### src/rtl/spq_pkg.sv
// Shared constants, codes and transfer types of the sorted priority queue.
package spq_pkg;

  localparam int DEPTH     = 16;
  localparam int KEY_BITS  = 16;
  localparam int ITEM_BITS = 8;
  localparam int CNT_BITS  = $clog2(DEPTH + 1);

  localparam logic OP_ENQ = 1'b0;
  localparam logic OP_DEQ = 1'b1;

  localparam logic [1:0] ST_OK    = 2'd0;
  localparam logic [1:0] ST_FULL  = 2'd1;
  localparam logic [1:0] ST_EMPTY = 2'd2;

  typedef struct packed {
    logic                 cmd;
    logic [15:0]          arrival_time;
    logic [ITEM_BITS-1:0] item_id;
  } spq_in_t;

  typedef struct packed {
    logic [1:0]           status;
    logic                 front_valid;
    logic [15:0]          front_time;
    logic [ITEM_BITS-1:0] front_item;
    logic [CNT_BITS-1:0]  occupancy;
  } spq_out_t;

  // Controller to datapath.
  typedef struct packed {
    logic       load;
    logic       apply;
    logic       enq_commit;
    logic       deq_commit;
    logic [1:0] status;
  } spq_ctrl_t;

  // Datapath to controller.
  typedef struct packed {
    logic req_deq;
    logic full;
    logic empty;
  } spq_stat_t;

endpackage

### src/rtl/spq_datapath.sv
// Shift-register entry chain, request holding register and result register.
module spq_datapath (
  input  logic              clk,
  input  logic              rst,
  input  spq_pkg::spq_in_t  request,
  input  spq_pkg::spq_ctrl_t ctrl,
  output spq_pkg::spq_stat_t stat,
  output spq_pkg::spq_out_t result
);

  spq_pkg::spq_in_t req;

  logic [spq_pkg::KEY_BITS-1:0]  keys [spq_pkg::DEPTH];
  logic [spq_pkg::ITEM_BITS-1:0] items [spq_pkg::DEPTH];
  logic [spq_pkg::KEY_BITS-1:0]  keys_next [spq_pkg::DEPTH];
  logic [spq_pkg::ITEM_BITS-1:0] items_next [spq_pkg::DEPTH];
  logic [spq_pkg::CNT_BITS-1:0]  count;
  logic [spq_pkg::CNT_BITS-1:0]  count_next;
  logic [spq_pkg::DEPTH-1:0]     gt;
  logic [spq_pkg::KEY_BITS-1:0]  new_key;

  assign new_key = req.arrival_time[spq_pkg::KEY_BITS-1:0];

  assign stat.req_deq = (req.cmd == spq_pkg::OP_DEQ);
  assign stat.full    = (count == spq_pkg::CNT_BITS'(spq_pkg::DEPTH));
  assign stat.empty   = (count == '0);

  // Only held entries compare; the held region is sorted, so gt is a run of ones.
  always_comb begin
    for (int i = 0; i < spq_pkg::DEPTH; i++) begin
      gt[i] = (spq_pkg::CNT_BITS'(i) < count) && (keys[i] > new_key);
    end
  end

  always_comb begin
    count_next = count;
    for (int i = 0; i < spq_pkg::DEPTH; i++) begin
      keys_next[i]  = keys[i];
      items_next[i] = items[i];
    end
    if (ctrl.enq_commit) begin
      count_next = count + 1'b1;
      for (int i = 0; i < spq_pkg::DEPTH; i++) begin
        if (i > 0 && gt[(i > 0) ? i - 1 : 0]) begin
          keys_next[i]  = keys[(i > 0) ? i - 1 : 0];
          items_next[i] = items[(i > 0) ? i - 1 : 0];
        end else if (gt[i] || spq_pkg::CNT_BITS'(i) == count) begin
          keys_next[i]  = new_key;
          items_next[i] = req.item_id;
        end
      end
    end else if (ctrl.deq_commit) begin
      count_next = count - 1'b1;
      for (int i = 0; i < spq_pkg::DEPTH - 1; i++) begin
        keys_next[i]  = keys[i + 1];
        items_next[i] = items[i + 1];
      end
    end
  end

  always_ff @(posedge clk) begin
    if (ctrl.load) begin
      req <= request;
    end
    if (ctrl.apply) begin
      for (int i = 0; i < spq_pkg::DEPTH; i++) begin
        keys[i]  <= keys_next[i];
        items[i] <= items_next[i];
      end
      result.status      <= ctrl.status;
      result.occupancy   <= count_next;
      result.front_valid <= (count_next != '0);
      result.front_time  <= (count_next != '0) ? 16'(keys_next[0]) : '0;
      result.front_item  <= (count_next != '0) ? items_next[0] : '0;
    end
  end

  always_ff @(posedge clk) begin
    if (rst) begin
      count <= '0;
    end else if (ctrl.apply) begin
      count <= count_next;
    end
  end

endmodule

### src/rtl/spq_controller.sv
// Sequencer: takes a request, decides its outcome, and applies it.
module spq_controller (
  input  logic               clk,
  input  logic               rst,
  input  logic               start,
  input  spq_pkg::spq_stat_t stat,
  output spq_pkg::spq_ctrl_t ctrl,
  output logic               busy,
  output logic               done
);

  typedef enum logic {S_IDLE, S_APPLY} state_t;

  state_t state;

  always_comb begin
    ctrl            = '0;
    ctrl.status     = spq_pkg::ST_OK;
    ctrl.load       = (state == S_IDLE) && start;
    if (state == S_APPLY) begin
      ctrl.apply = 1'b1;
      if (stat.req_deq) begin
        if (stat.empty) begin
          ctrl.status = spq_pkg::ST_EMPTY;
        end else begin
          ctrl.deq_commit = 1'b1;
        end
      end else begin
        if (stat.full) begin
          ctrl.status = spq_pkg::ST_FULL;
        end else begin
          ctrl.enq_commit = 1'b1;
        end
      end
    end
  end

  always_ff @(posedge clk) begin
    if (rst) begin
      state <= S_IDLE;
      busy  <= 1'b0;
      done  <= 1'b0;
    end else begin
      case (state)
        S_IDLE: begin
          done <= 1'b0;
          if (start) begin
            state <= S_APPLY;
            busy  <= 1'b1;
          end
        end
        S_APPLY: begin
          state <= S_IDLE;
          busy  <= 1'b0;
          done  <= 1'b1;
        end
        default: begin
          state <= S_IDLE;
          busy  <= 1'b0;
          done  <= 1'b0;
        end
      endcase
    end
  end

endmodule

### src/rtl/sorted_priority_queue_top.sv
// Sorted priority queue: up to 16 entries of item handle and time key, kept in key order.
//
// A request is transferred when start is high and busy is low. busy then stays high while
// the entry chain updates, and the result shows on result with done high for exactly one
// cycle after that; the receiver must take it then. A new request may be transferred in
// the same cycle that done is high, but none is taken while busy is high. The block first
// captures the request, then every entry of the shift-register chain compares with the
// new key and shifts in parallel. Enqueues insert after all entries of equal key; an
// enqueue on a full queue is dropped with status full, a dequeue on an empty queue reports
// status empty. With the queue empty, front_time and front_item read zero.
module sorted_priority_queue_top (
  input  logic              clk,
  input  logic              rst,
  input  logic              start,
  input  spq_pkg::spq_in_t  request,
  output logic              busy,
  output logic              done,
  output spq_pkg::spq_out_t result
);

  spq_pkg::spq_ctrl_t ctrl;
  spq_pkg::spq_stat_t stat;

  spq_controller u_ctrl (
    .clk   (clk),
    .rst   (rst),
    .start (start),
    .stat  (stat),
    .ctrl  (ctrl),
    .busy  (busy),
    .done  (done)
  );

  spq_datapath u_dp (
    .clk     (clk),
    .rst     (rst),
    .request (request),
    .ctrl    (ctrl),
    .stat    (stat),
    .result  (result)
  );

`ifndef SYNTH
  a_done_after_busy: assert property (@(posedge clk) disable iff (rst)
    done |-> $past(busy))
    else $error("result strobe without a preceding update cycle");

  a_accept_goes_busy: assert property (@(posedge clk) disable iff (rst)
    (start && !busy) |=> (busy && !done))
    else $error("transferred request did not start an update");

  a_front_matches_occ: assert property (@(posedge clk) disable iff (rst)
    done |-> (result.front_valid == (result.occupancy != '0)))
    else $error("front flag disagrees with occupancy");

  a_occ_bound: assert property (@(posedge clk) disable iff (rst)
    done |-> (result.occupancy <= spq_pkg::CNT_BITS'(spq_pkg::DEPTH)))
    else $error("occupancy beyond capacity");
`endif

endmodule

### config.mk
export PLATFORM = sky130hd
export DESIGN_NAME = sorted_priority_queue_top
export DESIGN_NICKNAME = d
export VERILOG_FILES = /design/src/rtl/spq_pkg.sv /design/src/rtl/spq_datapath.sv /design/src/rtl/spq_controller.sv /design/src/rtl/sorted_priority_queue_top.sv
export SDC_FILE = /design/constraint.sdc
export NUM_CORES = 1
export LEC_CHECK = 0
export BUFFER_PORTS_ARGS = -buffer_cell sky130_fd_sc_hd__buf_2
export CORE_ASPECT_RATIO = 1.25
export CORE_MARGIN = 3
export CORE_UTILIZATION = 46
export DETAILED_ROUTE_END_ITERATION = 10
export PLACE_DENSITY = 0.69
export RECOVER_POWER = 25
export SYNTH_ARGS = -nofsm -noshare
export SYNTH_HDL_FRONTEND = slang
export SYNTH_SLANG_ARGS = --single-unit
### constraint.sdc
create_clock -name clk -period 4.4 [get_ports clk]
set_input_delay 0.22 -clock clk [delete_from_list [all_inputs] [get_ports clk]]
set_output_delay 0.22 -clock clk [all_outputs]
set_load 0.05 [all_outputs]
==> results.txt <==
- The flow ran to the end, but the final reports show violations.
- Failing checks: max-capacitance violations, max-slew violations
* Initial cell density of the core: 0.4651
- Initial DRC Count: 2260
- Reg2reg start: u_dp.new_key[6]
* HPWL after DPL: 59.99 mm
* Path class of the lowest-slack min-delay path: input pin to flip-flop
- Number of distinct library cells after synthesis: 66
- Setup slack closes at 0.1402 ns.
- Number of standard cells in the final layout excluding fillers: 3413
- The first global-routing pass estimated 130.8 mm of wire.
- For this run the aggregate overflow at the end of global routing stands at 0.
- Final total negative setup slack: 0 ns
* Fraction of registers with async set or reset after synthesis: 0
- Of the available clock period, the critical path in the final layout requires 0.9681.
- For this run, the leading register cell type out of synthesis is sky130_fd_sc_hd__edfxtp_1.
* Fin util: 0.5192
- Number of remaining DRC errors: 0
* Capturing point of the worst reg2reg path: u_dp.keys[1][56]
- Final slew viol count: 263
- Pre-CTS setup slack: 0.4059 ns
* Number of instances in the placed design: 3304
- Final critical-path required period: 4.260 ns
* Slew headroom: -0.2748
* Layout Area Growth over Synthesis: 11.63%
- Reg2reg path depth: 9
- Sorting the synthesized cells by how often they occur yields 441 x sky130_fd_sc_hd__edfxtp_1, 409 x sky130_fd_sc_hd__nand2_1, 393 x sky130_fd_sc_hd__o21ai_0, 361 x sky130_fd_sc_hd__mux2i_1, 261 x sky130_fd_sc_hd__ha_1.
- Count of vias placed by the detailed router: 21.75k
* Nets in the synthesized netlist: 2841
- Max-cap violations in this run came to 2.
- Critical path data arrival time: 4.54 ns
- DR vias/cell: 6.372
- Of the post-synthesis cell area, the dominant cell type holds 0.4770.
- Maximum number of pins on one net before global-route repair: 263
- Port buffering added 61 buffers.
* Static leakage power: 12.84 nW
- Setup repair after global routing left no endpoint under its margin.
* Worst-case clock skew: 0.02263 ns
- The clock net in this run drives a total of 449 sinks.
- Sequential element share of the synthesized area: 0.4828
- Share of final-layout standard cells stronger than drive strength 1: 0.08950
* Tightest Pin Transition: 1.912 ns
* Cell at the root of the clock tree: sky130_fd_sc_hd__clkbuf_16
- Worst-Skew Late Latency: 0.61 ns
* Synthesized instance count: 2552
- Measured along the x axis, the die boundary spans 225.7 µm.
- The repair_antennas step left the layout with diodes totalling 0.
- In this run the vertical extent of the chip is 280.7 µm.
- Area enclosed by the die boundary: 0.06335 mm²
- Average wire length per cell after detail routing: 25.12 µm
* Placeable core region: 0.05968 mm²
* Number of antenna violations at the first check in global routing: 0
- Highest net fanout along the worst path: 16
- Highest Clock Rate: 234.8 MHz
- In this run the cell area of the synthesized design comes to 0.02776 mm².
- Hold Violations, Final: 0
- The largest total area in the synthesized netlist belongs to sky130_fd_sc_hd__edfxtp_1.
- Summed over all layers, the routed wires come to 85.74 mm.
* Most common cell in the synthesized netlist: sky130_fd_sc_hd__edfxtp_1
- Power density over cell area: 342.4 mW/mm²
- Data on the critical path is required at its endpoint by 4.68 ns.
* Synthesis Warnings: 0
- In this run the remaining antenna-violating nets after routing total 0.
- Hold path startpoint: request[2]
- Clock tree from TritonCTS: done
* Clock-pin slew on the worst setup and hold paths: 0.06 ns
* Total clock buffers created by CTS: 47
- Kind of end point of the critical path: flip-flop
* Final Net Count: 2905
- 62 I/O pins were placed.
* Reg-to-reg setup timing slack: 0.14 ns
- Number of buffers between clock root and the deepest sink: 3
- Synthesis inferred 449 register bits.
* Largest voltage drop on the vdd net: 0.0002819 V
* First drt pass iteration count: 6
* EDFF count, synth: 441
- The worst hold path terminates at u_dp.req[2].
* Startpoint type of the worst setup path: flip-flop
- After synthesis, the mean cell area works out to 10.88 µm².
- In this run the core area contains 100 standard-cell rows.
* Global placement routability congestion: 0.9276
- Setup violations remaining at the end of the flow were counted as 0.
* Depth of the CTS H-tree: 2
- The critical path is of the flip-flop to flip-flop type.
* Number of cells on the worst hold path: 2
- Number of global-route vias before repair: 21.96k
- Across every metal layer, demand over resource in global routing totals 0.2649.
* Largest cells by area after synthesis: sky130_fd_sc_hd__edfxtp_1 48%, sky130_fd_sc_hd__mux2i_1 13%, sky130_fd_sc_hd__ha_1 12%
power breakdown:
group	leakage (nW)	switching [W]	internal (W)
clock network	0.728	0.00179	0.00226
registers	4.22	0.000179	0.00491
logic	7.90	0.000949	0.000525
stage by stage:
step	cell area, µm²	total power (W)	hold WS [ns]
global placement	29310	0.006531	0.3976
CTS	31090	0.01063	0.2975
global route	30990	0.01094	0.3103
finish	30990	0.01061	0.3222
detailed placement	29310	0.006601	0.3981
floorplan	27770	0.006070	0.2916
routing by layer:
| layer | vias to the layer above | GRT usage | share of wire |
|---|---|---|---|
| li1 | 9762 | - | - |
| met4 | 0 | 0.1293 | 0.053 |
| met3 | 241 | 0.03468 | 0.071 |
| met1 | 10700 | 0.3424 | 0.40 |
| met2 | 1049 | 0.4400 | 0.47 |
| met5 | - | 0 | 0 |
layout by cell type, fill, tap and decap left out, types with 12 or more instances in the layout:
cell                            count
sky130_fd_sc_hd__clkbuf_1          51
sky130_fd_sc_hd__o21ai_0          389
sky130_fd_sc_hd__edfxtp_1         441
sky130_fd_sc_hd__buf_4             77
sky130_fd_sc_hd__a22oi_1           27
sky130_fd_sc_hd__o22ai_1           18
sky130_fd_sc_hd__o22ai_2           20
sky130_fd_sc_hd__buf_2             21
sky130_fd_sc_hd__nor2_1            36
sky130_fd_sc_hd__mux2i_1          361
sky130_fd_sc_hd__o211ai_1          13
sky130_fd_sc_hd__dlygate4sd3_1     28
sky130_fd_sc_hd__inv_1             54
sky130_fd_sc_hd__clkbuf_16         47
sky130_fd_sc_hd__a21o_1            12
sky130_fd_sc_hd__ha_1             261
sky130_fd_sc_hd__nand4_1           46
sky130_fd_sc_hd__nor2b_1           16
sky130_fd_sc_hd__a31oi_2           12
sky130_fd_sc_hd__nand3_1           34
sky130_fd_sc_hd__a21oi_1          105
sky130_fd_sc_hd__nand2_1          409
worst max-delay path by stage:
| stage | startpoint | endpoint | slack (ns) | cells after the start |
|---|---|---|---|---|
| CTS | u_dp.new_key[1] | u_dp.keys[1][57] | 0.35 | 10 |
| detailed placement | u_dp.count[1] | u_dp.result[22] | 0.41 | 10 |
| finish | u_dp.new_key[6] | u_dp.keys[1][56] | 0.14 | 9 |
| global route | u_dp.count[1] | u_dp.result[22] | 0.05 | 10 |
| floorplan | u_dp.new_key[15] | u_dp.items[0][32] | 0.02 | 10 |
| global placement | u_dp.new_key[1] | u_dp.keys[1][57] | 0.56 | 10 |
layout make-up:
| cell class | instances | area [µm²] |
|---|---|---|
| fillers | 5140 | 28690 |
| multi-input cells | 1884 | 13650 |
| flip-flops and latches | 449 | 13400 |
| repair buffers | 180 | 1275 |
| clock buffers | 54 | 1202 |
| well taps | 765 | 957.2 |
| clock inverters | 27 | 295.3 |
| inverters | 54 | 202.7 |
flip-flops by register name, summed over array words and instances (netlist names):
| name | cells |
|---|---|
| u_ctrl.busy | 1 |
| u_ctrl.done | 1 |
| u_ctrl.state | 1 |
| u_dp.count | 5 |
| u_dp.items | 128 |
| u_dp.keys | 256 |
| u_dp.new_key | 16 |
| u_dp.req | 8 |
| u_dp.result | 32 |
| u_dp.stat | 1 |
critical path: stages, from the launching register on:
cell and delay (ns):
sky130_fd_sc_hd__edfxtp_1 0.40, sky130_fd_sc_hd__inv_1 0.51, sky130_fd_sc_hd__clkbuf_1 0.41, sky130_fd_sc_hd__ha_1 0.23, sky130_fd_sc_hd__nand4_1 0.14, sky130_fd_sc_hd__a2111oi_0 0.85, sky130_fd_sc_hd__a211o_1 0.24, sky130_fd_sc_hd__o21ai_4 0.11
sky130_fd_sc_hd__a41oi_2 0.63, sky130_fd_sc_hd__buf_4 0.38
cells by family (layout without fill, tap and decap cells):
group / count (synthesis) / in the layout / share of synthesized area
AOI/OAI and AO/OA: 664 / 664 / 0.1398
xor gates and xnor gates: 2 / 2 / 0.0006311
adders and majority gates: 261 / 261 / 0.1176
buffers and inverters: 219 / 315 / 0.03385
DFF: 449 / 449 / 0.4828
muxes: 370 / 370 / 0.1338
and+or+nand+nor: 587 / 587 / 0.09150
repair_timing:
item,4_1_cts,5_1_grt
resized for setup,0,0
setup buffers,0,0
endpoints found under the hold margin,33,0
hold buffers,28,0
Note: power is estimated with default switching activity, not from simulation.
